`src/hdl/sbpf_pkg.sv`:
```
// Package with the constants, the sequencer state type and the CRC-16 byte update.
`default_nettype none
package sbpf_pkg;

    localparam int unsigned MAX_PAYLOAD_DEF = 240;

    localparam logic [7:0]  SYNC_BYTE      = 8'hFF;
    localparam logic [7:0]  HDR3_BYTE      = 8'hFD;
    localparam logic [7:0]  RSV_BYTE       = 8'h00;
    localparam logic [7:0]  INSTR_WRITE    = 8'h03;
    localparam logic [7:0]  INSTR_SYNC_WR  = 8'h83;
    localparam logic [7:0]  BROADCAST_ID   = 8'hFE;
    localparam logic [15:0] CRC_POLY       = 16'h8005;
    localparam logic [15:0] LEN_EXTRA_WR   = 16'd5;
    localparam logic [15:0] LEN_EXTRA_SYNC = 16'd7;

    typedef enum logic [3:0] {
        S_IDLE,
        S_FF1,
        S_FF2,
        S_FD,
        S_RSV,
        S_ID,
        S_LENL,
        S_LENH,
        S_INSTR,
        S_ADDRL,
        S_ADDRH,
        S_DLENL,
        S_DLENH,
        S_DATA,
        S_CRCL,
        S_CRCH
    } t_state;

    function automatic logic [15:0] crc16_byte(input logic [15:0] crc_in,
                                               input logic [7:0] b);
        logic [15:0] c;
        c = crc_in ^ {b, 8'h00};
        for (int k = 0; k < 8; k++) begin
            if (c[15]) begin
                c = {c[14:0], 1'b0} ^ CRC_POLY;
            end else begin
                c = {c[14:0], 1'b0};
            end
        end
        return c;
    endfunction

endpackage
`default_nettype wire

```
`src/hdl/sbpf_if.sv`:
```
// Handshake interfaces for the payload-byte input channel and the framed-byte output channel.
`default_nettype none
interface sbpf_in_if;
    logic        valid;
    logic        ready;
    logic        cmd;
    logic [7:0]  device_id;
    logic [15:0] start_address;
    logic [15:0] bytes_per_device;
    logic [7:0]  payload_count;
    logic [7:0]  data_byte;

    modport source (
        output valid, cmd, device_id, start_address, bytes_per_device,
               payload_count, data_byte,
        input  ready
    );
    modport sink (
        input  valid, cmd, device_id, start_address, bytes_per_device,
               payload_count, data_byte,
        output ready
    );
endinterface

interface sbpf_out_if;
    logic       valid;
    logic       ready;
    logic [7:0] out_byte;
    logic       end_of_packet;

    modport source (
        output valid, out_byte, end_of_packet,
        input  ready
    );
    modport sink (
        input  valid, out_byte, end_of_packet,
        output ready
    );
endinterface
`default_nettype wire

```
`src/hdl/sbpf_seq.sv`:
```
// Byte sequencer that holds one input beat and emits its header, payload and CRC bytes.
`default_nettype none
module sbpf_seq
    import sbpf_pkg::*;
#(
    parameter int unsigned MAX_PAYLOAD = MAX_PAYLOAD_DEF
) (
    input  wire       i_clk,
    input  wire       i_rst_n,
    sbpf_in_if.sink   i_in,
    sbpf_out_if.source o_out
);

    localparam logic [7:0] MaxCount = 8'(MAX_PAYLOAD);

    t_state      r_state, n_state;
    logic [7:0]  r_bytes_left, n_bytes_left;
    logic [15:0] r_crc, n_crc;
    logic        r_is_sync, n_is_sync;

    logic        r_cmd;
    logic [7:0]  r_id;
    logic [15:0] r_addr;
    logic [15:0] r_dlen;
    logic [7:0]  r_count;
    logic [7:0]  r_data;

    logic        fire;
    logic        item_done;
    logic        in_fire;
    logic [7:0]  sat_count;
    logic [15:0] len;
    logic [7:0]  beat_byte;

    always_comb begin
        if (i_in.payload_count == 8'd0) begin
            sat_count = 8'd1;
        end else if (i_in.payload_count > MaxCount) begin
            sat_count = MaxCount;
        end else begin
            sat_count = i_in.payload_count;
        end
    end

    assign len = {8'h00, r_count} + (r_is_sync ? LEN_EXTRA_SYNC : LEN_EXTRA_WR);

    always_comb begin
        unique case (r_state)
            S_FF1, S_FF2: beat_byte = SYNC_BYTE;
            S_FD:         beat_byte = HDR3_BYTE;
            S_RSV:        beat_byte = RSV_BYTE;
            S_ID:         beat_byte = r_is_sync ? BROADCAST_ID : r_id;
            S_LENL:       beat_byte = len[7:0];
            S_LENH:       beat_byte = len[15:8];
            S_INSTR:      beat_byte = r_is_sync ? INSTR_SYNC_WR : INSTR_WRITE;
            S_ADDRL:      beat_byte = r_addr[7:0];
            S_ADDRH:      beat_byte = r_addr[15:8];
            S_DLENL:      beat_byte = r_dlen[7:0];
            S_DLENH:      beat_byte = r_dlen[15:8];
            S_DATA:       beat_byte = r_data;
            S_CRCL:       beat_byte = r_crc[7:0];
            S_CRCH:       beat_byte = r_crc[15:8];
            default:      beat_byte = 8'h00;
        endcase
    end

    always_comb begin
        item_done = 1'b0;
        if (r_state == S_DATA) begin
            item_done = (r_bytes_left != 8'd1);
        end else if (r_state == S_CRCH) begin
            item_done = 1'b1;
        end
    end

    assign o_out.valid         = (r_state != S_IDLE);
    assign o_out.out_byte      = beat_byte;
    assign o_out.end_of_packet = (r_state == S_CRCH);
    assign fire                = o_out.valid && o_out.ready;
    assign i_in.ready          = (r_state == S_IDLE) || (fire && item_done);
    assign in_fire             = i_in.valid && i_in.ready;

    always_comb begin
        n_state      = r_state;
        n_bytes_left = r_bytes_left;
        n_crc        = r_crc;
        n_is_sync    = r_is_sync;
        if (fire) begin
            if (r_state == S_FF1) begin
                n_crc        = crc16_byte(16'h0000, beat_byte);
                n_is_sync    = r_cmd;
                n_bytes_left = r_count;
            end else if (r_state != S_CRCL && r_state != S_CRCH) begin
                n_crc = crc16_byte(r_crc, beat_byte);
            end
            unique case (r_state)
                S_FF1:   n_state = S_FF2;
                S_FF2:   n_state = S_FD;
                S_FD:    n_state = S_RSV;
                S_RSV:   n_state = S_ID;
                S_ID:    n_state = S_LENL;
                S_LENL:  n_state = S_LENH;
                S_LENH:  n_state = S_INSTR;
                S_INSTR: n_state = S_ADDRL;
                S_ADDRL: n_state = S_ADDRH;
                S_ADDRH: n_state = r_is_sync ? S_DLENL : S_DATA;
                S_DLENL: n_state = S_DLENH;
                S_DLENH: n_state = S_DATA;
                S_DATA: begin
                    n_bytes_left = r_bytes_left - 8'd1;
                    n_state      = (n_bytes_left == 8'd0) ? S_CRCL : S_IDLE;
                end
                S_CRCL:  n_state = S_CRCH;
                S_CRCH:  n_state = S_IDLE;
                default: n_state = S_IDLE;
            endcase
        end
        if (in_fire) begin
            n_state = (n_bytes_left == 8'd0) ? S_FF1 : S_DATA;
        end
    end

    always_ff @(posedge i_clk) begin
        if (!i_rst_n) begin
            r_state      <= S_IDLE;
            r_bytes_left <= 8'd0;
            r_crc        <= 16'h0000;
            r_is_sync    <= 1'b0;
        end else begin
            r_state      <= n_state;
            r_bytes_left <= n_bytes_left;
            r_crc        <= n_crc;
            r_is_sync    <= n_is_sync;
        end
    end

    always_ff @(posedge i_clk) begin
        if (in_fire) begin
            r_cmd   <= i_in.cmd;
            r_id    <= i_in.device_id;
            r_addr  <= i_in.start_address;
            r_dlen  <= i_in.bytes_per_device;
            r_count <= sat_count;
            r_data  <= i_in.data_byte;
        end
    end

endmodule
`default_nettype wire

```
`src/hdl/sbpf_obuf.sv`:
```
// Registered output stage with a skid entry, so the ready toward the sequencer comes from a register.
`default_nettype none
module sbpf_obuf (
    input  wire        i_clk,
    input  wire        i_rst_n,
    sbpf_out_if.sink   i_up,
    sbpf_out_if.source o_dn
);

    logic       r_out_v;
    logic [7:0] r_out_byte;
    logic       r_out_eop;
    logic       r_skid_v;
    logic [7:0] r_skid_byte;
    logic       r_skid_eop;
    logic       up_fire;
    logic       load;

    assign i_up.ready         = !r_skid_v;
    assign up_fire            = i_up.valid && !r_skid_v;
    assign load               = !r_out_v || o_dn.ready;
    assign o_dn.valid         = r_out_v;
    assign o_dn.out_byte      = r_out_byte;
    assign o_dn.end_of_packet = r_out_eop;

    always_ff @(posedge i_clk) begin
        if (!i_rst_n) begin
            r_out_v  <= 1'b0;
            r_skid_v <= 1'b0;
        end else if (load) begin
            r_out_v  <= r_skid_v || up_fire;
            r_skid_v <= 1'b0;
        end else if (up_fire) begin
            r_skid_v <= 1'b1;
        end
    end

    always_ff @(posedge i_clk) begin
        if (load) begin
            if (r_skid_v) begin
                r_out_byte <= r_skid_byte;
                r_out_eop  <= r_skid_eop;
            end else begin
                r_out_byte <= i_up.out_byte;
                r_out_eop  <= i_up.end_of_packet;
            end
        end else if (up_fire) begin
            r_skid_byte <= i_up.out_byte;
            r_skid_eop  <= i_up.end_of_packet;
        end
    end

endmodule
`default_nettype wire

```
`src/hdl/servo_bus_packet_framer_crc16_unit.sv`:
```
// Top level of the instruction packet framer with CRC-16.
// Each input beat carries one payload byte; the first beat of a packet also supplies the
// command, ID, address, data length and payload count, which are ignored on later beats.
// Output runs at one framed byte per cycle while the receiver is ready, which sets the rate:
// a continuing beat yields its payload byte, a first beat the header (data length only for
// a sync write) plus its payload byte, and the last beat adds the two CRC bytes. Bytes pass
// through the registered output stage, via its skid entry when stalled, and the next input
// beat is taken in the same cycle as the previous beat's last byte leaves the sequencer.
`default_nettype none
module servo_bus_packet_framer_crc16_unit
    import sbpf_pkg::*;
#(
    parameter int unsigned MAX_PAYLOAD = MAX_PAYLOAD_DEF
) (
    input  wire        i_clk,
    input  wire        i_rst_n,
    sbpf_in_if.sink    i_in,
    sbpf_out_if.source o_out
);

    sbpf_out_if u_beat ();

    sbpf_seq #(
        .MAX_PAYLOAD(MAX_PAYLOAD)
    ) u_seq (
        .i_clk  (i_clk),
        .i_rst_n(i_rst_n),
        .i_in   (i_in),
        .o_out  (u_beat)
    );

    sbpf_obuf u_obuf (
        .i_clk  (i_clk),
        .i_rst_n(i_rst_n),
        .i_up   (u_beat),
        .o_dn   (o_out)
    );

endmodule
`default_nettype wire

```
`src/flat_wrapper.sv`:
```
// flat-port wrapper written by rule: the top's interface ports become plain ports
module servo_bus_packet_framer_crc16_unit_flat import sbpf_pkg::*;
#(
    parameter int unsigned MAX_PAYLOAD = MAX_PAYLOAD_DEF
)
  (i_clk, i_rst_n, i_in_valid, i_in_cmd, i_in_device_id, i_in_start_address, i_in_bytes_per_device, i_in_payload_count, i_in_data_byte, i_in_ready, o_out_valid, o_out_out_byte, o_out_end_of_packet, o_out_ready);
  sbpf_in_if i_in_i ();
  sbpf_out_if o_out_i ();
  input  wire i_clk;
  input  wire i_rst_n;
  input wire logic [$bits(i_in_i.valid)-1:0] i_in_valid;
  input wire logic [$bits(i_in_i.cmd)-1:0] i_in_cmd;
  input wire logic [$bits(i_in_i.device_id)-1:0] i_in_device_id;
  input wire logic [$bits(i_in_i.start_address)-1:0] i_in_start_address;
  input wire logic [$bits(i_in_i.bytes_per_device)-1:0] i_in_bytes_per_device;
  input wire logic [$bits(i_in_i.payload_count)-1:0] i_in_payload_count;
  input wire logic [$bits(i_in_i.data_byte)-1:0] i_in_data_byte;
  output wire logic [$bits(i_in_i.ready)-1:0] i_in_ready;
  output wire logic [$bits(o_out_i.valid)-1:0] o_out_valid;
  output wire logic [$bits(o_out_i.out_byte)-1:0] o_out_out_byte;
  output wire logic [$bits(o_out_i.end_of_packet)-1:0] o_out_end_of_packet;
  input wire logic [$bits(o_out_i.ready)-1:0] o_out_ready;
  assign i_in_i.valid = i_in_valid;
  assign i_in_i.cmd = i_in_cmd;
  assign i_in_i.device_id = i_in_device_id;
  assign i_in_i.start_address = i_in_start_address;
  assign i_in_i.bytes_per_device = i_in_bytes_per_device;
  assign i_in_i.payload_count = i_in_payload_count;
  assign i_in_i.data_byte = i_in_data_byte;
  assign i_in_ready = i_in_i.ready;
  assign o_out_valid = o_out_i.valid;
  assign o_out_out_byte = o_out_i.out_byte;
  assign o_out_end_of_packet = o_out_i.end_of_packet;
  assign o_out_i.ready = o_out_ready;
  servo_bus_packet_framer_crc16_unit #(.MAX_PAYLOAD(MAX_PAYLOAD)) u_core (.i_clk(i_clk), .i_rst_n(i_rst_n), .i_in(i_in_i), .o_out(o_out_i));
endmodule
```
`config.mk`:
```
export PLATFORM = sky130hd
export DESIGN_NAME = servo_bus_packet_framer_crc16_unit_flat
export DESIGN_NICKNAME = d
export VERILOG_FILES = /design/src/hdl/sbpf_pkg.sv /design/src/hdl/sbpf_if.sv /design/src/hdl/sbpf_seq.sv /design/src/hdl/sbpf_obuf.sv /design/src/hdl/servo_bus_packet_framer_crc16_unit.sv /design/src/flat_wrapper.sv
export SDC_FILE = /design/constraint.sdc
export NUM_CORES = 1
export LEC_CHECK = 0
export BUFFER_PORTS_ARGS = -buffer_cell sky130_fd_sc_hd__buf_2
export CAP_MARGIN = 20
export CELL_PAD_IN_SITES_DETAIL_PLACEMENT = 1
export CELL_PAD_IN_SITES_GLOBAL_PLACEMENT = 2
export CORE_ASPECT_RATIO = 2
export CORE_MARGIN = 1.5
export CORE_UTILIZATION = 34
export CTS_BUF_LIST = sky130_fd_sc_hd__clkbuf_4 sky130_fd_sc_hd__clkbuf_8 sky130_fd_sc_hd__clkbuf_16
export CTS_CLUSTER_DIAMETER = 30
export CTS_CLUSTER_SIZE = 30
export DETAILED_ROUTE_END_ITERATION = 7
export GPL_ROUTABILITY_DRIVEN = 1
export PLACE_DENSITY_LB_ADDON = 0.25
export SLEW_MARGIN = 30
export SYNTH_ARGS = -nofsm -noshare
export SYNTH_HDL_FRONTEND = slang
export SYNTH_SLANG_ARGS = --single-unit
```
`constraint.sdc`:
```
create_clock -name i_clk -period 4.1 [get_ports i_clk]
set_input_delay 0.41 -clock i_clk [delete_from_list [all_inputs] [get_ports i_clk]]
set_output_delay 0.41 -clock i_clk [all_outputs]
set_load 0.02 [all_outputs]
```
==> out/results.tsv, run 1 <==
metric	value	unit
status	finished, final reports clean	
routedWlPerCell	19.77	um
dpl-instance-area	5812	um2
worstMarginPinSlew	0.9070	ns
synthFlopType	edfxtp_1	
finalWorstSetupSlack	0.5088	ns
min_path_type	in2reg	
synth_top_area_cell	edfxtp_1	
yosys-top-cells-area	edfxtp_1, dfxtp_1, nor2_1, a21oi_1, mux2i_1	
h-tree-depth	3	
synth_edf_count	75	
wl_met1	5626	um
io_pins	72	
fillerInstances	1735	
synth_fp_nets	537	
grtUsageTotal	18.91	%
yosysMostFrequentCell	edfxtp_1	
cp-end-kind	register	
clkTransAtPathRegs	0.08	ns
max-cap-violations	0	
setup_viol	0	
maxSlewViolCount	0	
p_leak	0.002256	uW
worstSetupPathType	reg2reg	
hold_buffers	0	
die_h	178.9	um
syn2layout_area_growth	16.46	%
numCtsBuffers	9	
yosysSeqAreaShare	54.60	%
cts_resized	0	
core	15210	um2
fin_crit_sh	87.59	%
postSynthCellCount	472	
place_congestion	0.8368	
hpwlAfterDp	11330	um
die_width	90.96	um
syn_area	5261	um2
cts_tree	built	
multi_input_area	2162	um2
grt_max_degree	58	
worstPathMaxFanout	14	
antenna_found_initial	0	
wl_met3	410	um
yosys.cell_types.count	69	
total_power	5360	uW
worstPathRequired	4.32	ns
synth_top_area_share	42.81	%
diodes	0	
viasPerCell	5.301	
relSlewSlack	39.16	%
skew	0.01127	ns
clock_latency	0.36	ns
routed.top_layer	met4	
grt_pass1_wl	23160	um
place_ws	0.4946	ns
rows	64	
cp.arrival	3.81	ns
dr.pass1.iters	4	
via_count	3928	
synth_compound_area_share	16.10	%
drt_iter0_drc	123	
post_cts_buffers	0	
yosys_warnings	0	
cts_buffer_depth	2	
die-area	16270	um2
route.met2.wl	7896	um
ys_ff_latch	106	
synth_common_cells	edfxtp_1, nor2_1, dfxtp_1	
ant_nets	0	
clock-sinks	106	
start_util	34.58	%
design_area	6127	um2
seqCellArea	2873	um2
overflow	0	
synth_fa_ha_area_share	1.094	%
finalWirelength	14650	um
synth_area_per_cell	11.15	um2
min_period	3.591	ns
setup-tns-final	0	ns
rsz0062_at_grt	no	
final_hold_viol_count	0	
timing.fmax	278.5	MHz
drive_gt1_share	24.68	%
drc	0	
grt_pass1_vias	4201	
synth_simple_gate_area_share	13.15	%
peakVddDrop	306.3	uV
numPortBuffers	71	
synth_top_family_by_area	compound AO/OA/AOI/OAI gates	
muxShareOfSynthArea	5.018	%
powerDensity	874.8	nW/um2
async_flop_share	0	%
ctsRootBufferMaster	clkbuf_16	
final_nets	603	
synth_xor_area_share	5.707	%
crit_path_start_kind	register	
[cells in the final DEF (no fill, tap or decap), types with 4 or more instances in the layout]
master	instances
and2_1	4
nor2b_1	5
o2111ai_1	4
buf_4	14
clkbuf_16	11
nor3_1	9
nand4_1	7
o22ai_1	4
inv_1	11
edfxtp_1	75
nor2_1	50
a21oi_1	30
a22oi_1	15
o21ai_0	27
mux2i_1	14
o211ai_1	4
buf_2	71
xor2_1	15
dfxtp_1	31
nand2_1	29
mux2_2	11
o21a_1	4
xnor2_1	6
nand3_1	18
[worst max-delay path: stages, from the launching register on]
cell and delay [ns]:
dfxtp_1 0.66, ha_1 0.35, a211oi_4 0.31, or3_1 0.16, a21oi_1 0.06, or4_4 0.57
xor2_2 0.20, xor2_1 0.22, xnor3_2 0.50, xor2_2 0.18, a22oi_1 0.17, nor2_1 0.06
[routing by layer]
layer	vias to the layer above	track usage, %
li1	1883	-
met1	1909	19.68
met2	100	35.01
met3	36	2.714
met4	0	12.04
met5	-	0
[power breakdown]
group / leakage [uW] / internal (uW) / switching (uW)
Combinational: 0.00113 / 1100 / 1590
Clock: 0.000159 / 493 / 407
Sequential: 0.000971 / 1530 / 231
[flip-flops by register name, summed over array words and instances, names as in the netlist, 4 cells and up]
signal / cells
u_core.u_seq.r_count: 8
u_core.u_obuf.r_skid_byte: 8
u_core.u_seq.r_id: 8
u_core.u_seq.r_data: 8
u_core.u_seq.r_bytes_left: 8
u_core.u_obuf.o_dn.out_byte: 8
u_core.u_seq.r_crc: 16
u_core.u_seq.r_dlen: 16
u_core.u_seq.r_addr: 16
u_core.u_seq.r_state: 4
[stage by stage]
step,instances,hold slack (ns),util [%]
final,741,0.2242,40.27
after global routing,741,0.2176,40.27
after CTS,741,0.2117,40.27
after detailed placement,725,0.4822,38.20
after global placement,725,0.4782,38.20
after floorplan,472,0.4525,-
[logic make-up after synthesis]
group / count (synthesis)
AOI/OAI and AO/OA: 124
xor gates and xnor gates: 27
buffers and inverters: 44
adders and majority gates: 4
DFF: 106
and+or+nand+nor: 142
muxes: 25
[layout make-up]
| cell class | instances | share of cell area, % |
|---|---|---|
| sequential | 106 | 46.89 |
| multi-input combinational | 322 | 35.29 |
| timing repair buffer | 86 | 7.842 |
| clock buffer | 11 | 4.493 |
| tap | 198 | 4.043 |
| inverter | 13 | 0.7964 |
| clock inverter | 5 | 0.6535 |
[final timing paths]
path | start | slack (ns) | cells past startpoint | end
setup / recovery | u_core.u_seq.r_is_sync | 0.51 | 11 | u_core.u_seq.r_crc[0]
hold / removal | i_in_bytes_per_device[12] | 0.22 | 1 | u_core.u_seq.r_dlen[12]
setup reg to reg | u_core.u_seq.r_is_sync | 0.51 | 11 | u_core.u_seq.r_crc[0]
hold reg to reg | u_core.u_seq.r_crc[12] | 0.50 | 2 | u_core.u_seq.r_crc[12]
No activity file was read; power rests on OpenSTA's default activity.
==> run 2, diff against run 1 <==
- BUFFER_PORTS_ARGS: -buffer_cell sky130_fd_sc_hd__buf_2 -> -buffer_cell sky130_fd_sc_hd__buf_4
- CORE_UTILIZATION: 34 -> 38
- clock period: 4.1 -> 3.8 ns (I/O delays scaled with it)
==> run 2 against run 1 <==
Non-clock buffer count up 7. Critical path type unchanged. Power up 8.8%. Global-route usage up 2.3 points. Combinational power up 12%. Highest routed layer unchanged.
==> out/results.tsv, run 2 (synthesis results as in run 1) <==
metric	value	unit	change
status	finished, final reports clean		
reg_top3	u_core.u_seq.r_addr (16), u_core.u_seq.r_crc (16), u_core.u_seq.r_dlen (16)		
maxSlewViolCount	0		unchanged
seqCellArea	2873	um2	unchanged
io_pins	72		unchanged
numCtsBuffers	9		unchanged
grt_pass1_wl	23070	um	-0.39%
total_power	5829	uW	+8.8%
grt_pass1_vias	4217		+0.38%
die_width	86.21	um	-5.2%
slowest_delay	0.51	ns	-0.15 ns
cp-end-kind	register		
clkTransAtPathRegs	0.08	ns	about the same
numPortBuffers	71		unchanged
crit_buf_inv	0		unchanged
fillerInstances	1478		-15%
p_leak	0.002335	uW	+3.5%
setup_viol	0		unchanged
crit_path_start_kind	register		
hold_buffers	0		unchanged
syn2layout_area_growth	19.43	%	
place_congestion	0.8599		+2.8%
finalWorstSetupSlack	0.3720	ns	-0.1368 ns
finalWirelength	14970	um	+2.1%
core	13510	um2	-11%
worstSetupPathType	reg2reg		
design_area	6284	um2	+2.6%
rsz0062_at_grt	no		
clock_latency	0.35	ns	about the same
overflow	0		unchanged
rows	60		-6.3%
relSlewSlack	45.42	%	+6.3 points
drt_iter0_drc	132		+7.3%
clock-sinks	106		unchanged
drc	0		unchanged
most-common-layout-cells	buf_4, edfxtp_1, nor2_1		
routedWlPerCell	21.23	um	+7.4%
cts_resized	0		unchanged
min_period	3.428	ns	-0.1632 ns
antenna_found_initial	0		unchanged
final_common_cell	buf_4		
crit_path_top_delay_cell	xnor3_2		
dpl-instance-area	6001	um2	+3.3%
grt_max_degree	38		-34%
powerDensity	927.7	nW/um2	+6.0%
grtUsageTotal	21.17	%	+2.3 points
min_path_type	in2reg		
skew	0.009438	ns	-0.001827 ns
post_cts_buffers	0		unchanged
ctsRootBufferMaster	clkbuf_16		
fin_crit_sh	90.21	%	+2.6 points
drive_gt1_share	25.64	%	+0.96 points
dr.pass1.iters	4		unchanged
ant_nets	0		unchanged
cp.arrival	3.67	ns	-0.14 ns
worstPathMaxFanout	5		-9
reg2reg_from	u_core.u_seq.r_count[0]		
startpoint	u_core.u_seq.r_count[0]		
diodes	0		unchanged
place_ws	0.3806	ns	-0.1140 ns
worstPathRequired	4.04	ns	-0.28 ns
viasPerCell	5.542		+4.5%
die-area	14600	um2	-10%
worstMarginPinSlew	0.8157	ns	-0.09124 ns
crit_cells	11		unchanged
peakVddDrop	486.7	uV	+59%
timing.fmax	291.7	MHz	+4.8%
h-tree-depth	3		unchanged
cts_tree	built		
reg2reg_slack	0.37	ns	-0.14 ns
worstPathCellList	fa_1 -> o21ai_0 -> xor2_1 -> nor3_1 -> nor3_1 -> mux2i_1 -> xor2_1 -> xnor3_2 -> xor2_2 -> xnor2_1 -> o21ai_1		
final_nets	610		+1.2%
worstHoldStart	i_in_start_address[4]		
critPathTopFamily	XOR/XNOR gates		
ff2ff_path_depth	11		unchanged
setup-tns-final	0	ns	unchanged
multi_input_area	2162	um2	unchanged
final_hold_viol_count	0		unchanged
start_util	38.94	%	+4.4 points
cts_buffer_depth	2		unchanged
hold_slack	0.1999	ns	-0.02431 ns
die_h	169.4	um	-5.3%
whs_path_depth	1		unchanged
via_count	3907		-0.53%
hpwlAfterDp	11580	um	+2.2%
max-cap-violations	0		unchanged
run 2: cell count changes in the layout (fill, tap and decap cells not counted), sizes merged:
cell      previous run  this run
buf                 86        93
clkinvlp             0         1
clkbuf              11        10
run 2: power by group:
group | internal (uW) | switching, uW
Clock | 463 | 451
Sequential | 1650 | 253
Combinational | 1280 | 1730
Total | 3400 | 2430
run 2: final timing paths:
path                            endpoint
hold / removal    u_core.u_seq.r_addr[4]
setup / recovery  u_core.u_seq.r_crc[15]
setup reg to reg  u_core.u_seq.r_crc[15]
hold reg to reg   u_core.u_seq.r_is_sync
run 2: final cells by class:
class / instances / area share [%]
Tap cell: 155 / 3.086
Sequential cell: 106 / 45.72
Timing Repair Buffer: 93 / 11.51
Clock inverter: 6 / 0.7965
Multi-Input combinational cell: 322 / 34.41
Inverter: 13 / 0.7766
Clock buffer: 10 / 3.704
run 2: routing by layer:
layer	up-vias	global-route usage [%]	routed length, um
met4	0	8.836	474
li1	1894	-	-
met1	1887	23.07	5762
met3	25	2.870	371
met2	101	39.99	8356
met5	-	0	0
run 2: metrics by stage:
| stage | utilization (%) | std cells |
|---|---|---|
| 4_1_cts | 46.50 | 705 |
| 3_5_place_dp | 44.41 | 689 |
| 5_1_grt | 46.50 | 705 |
| 6_report | 46.50 | 705 |
| 2_1_floorplan | - | 472 |
| 3_3_place_gp | 44.41 | 689 |
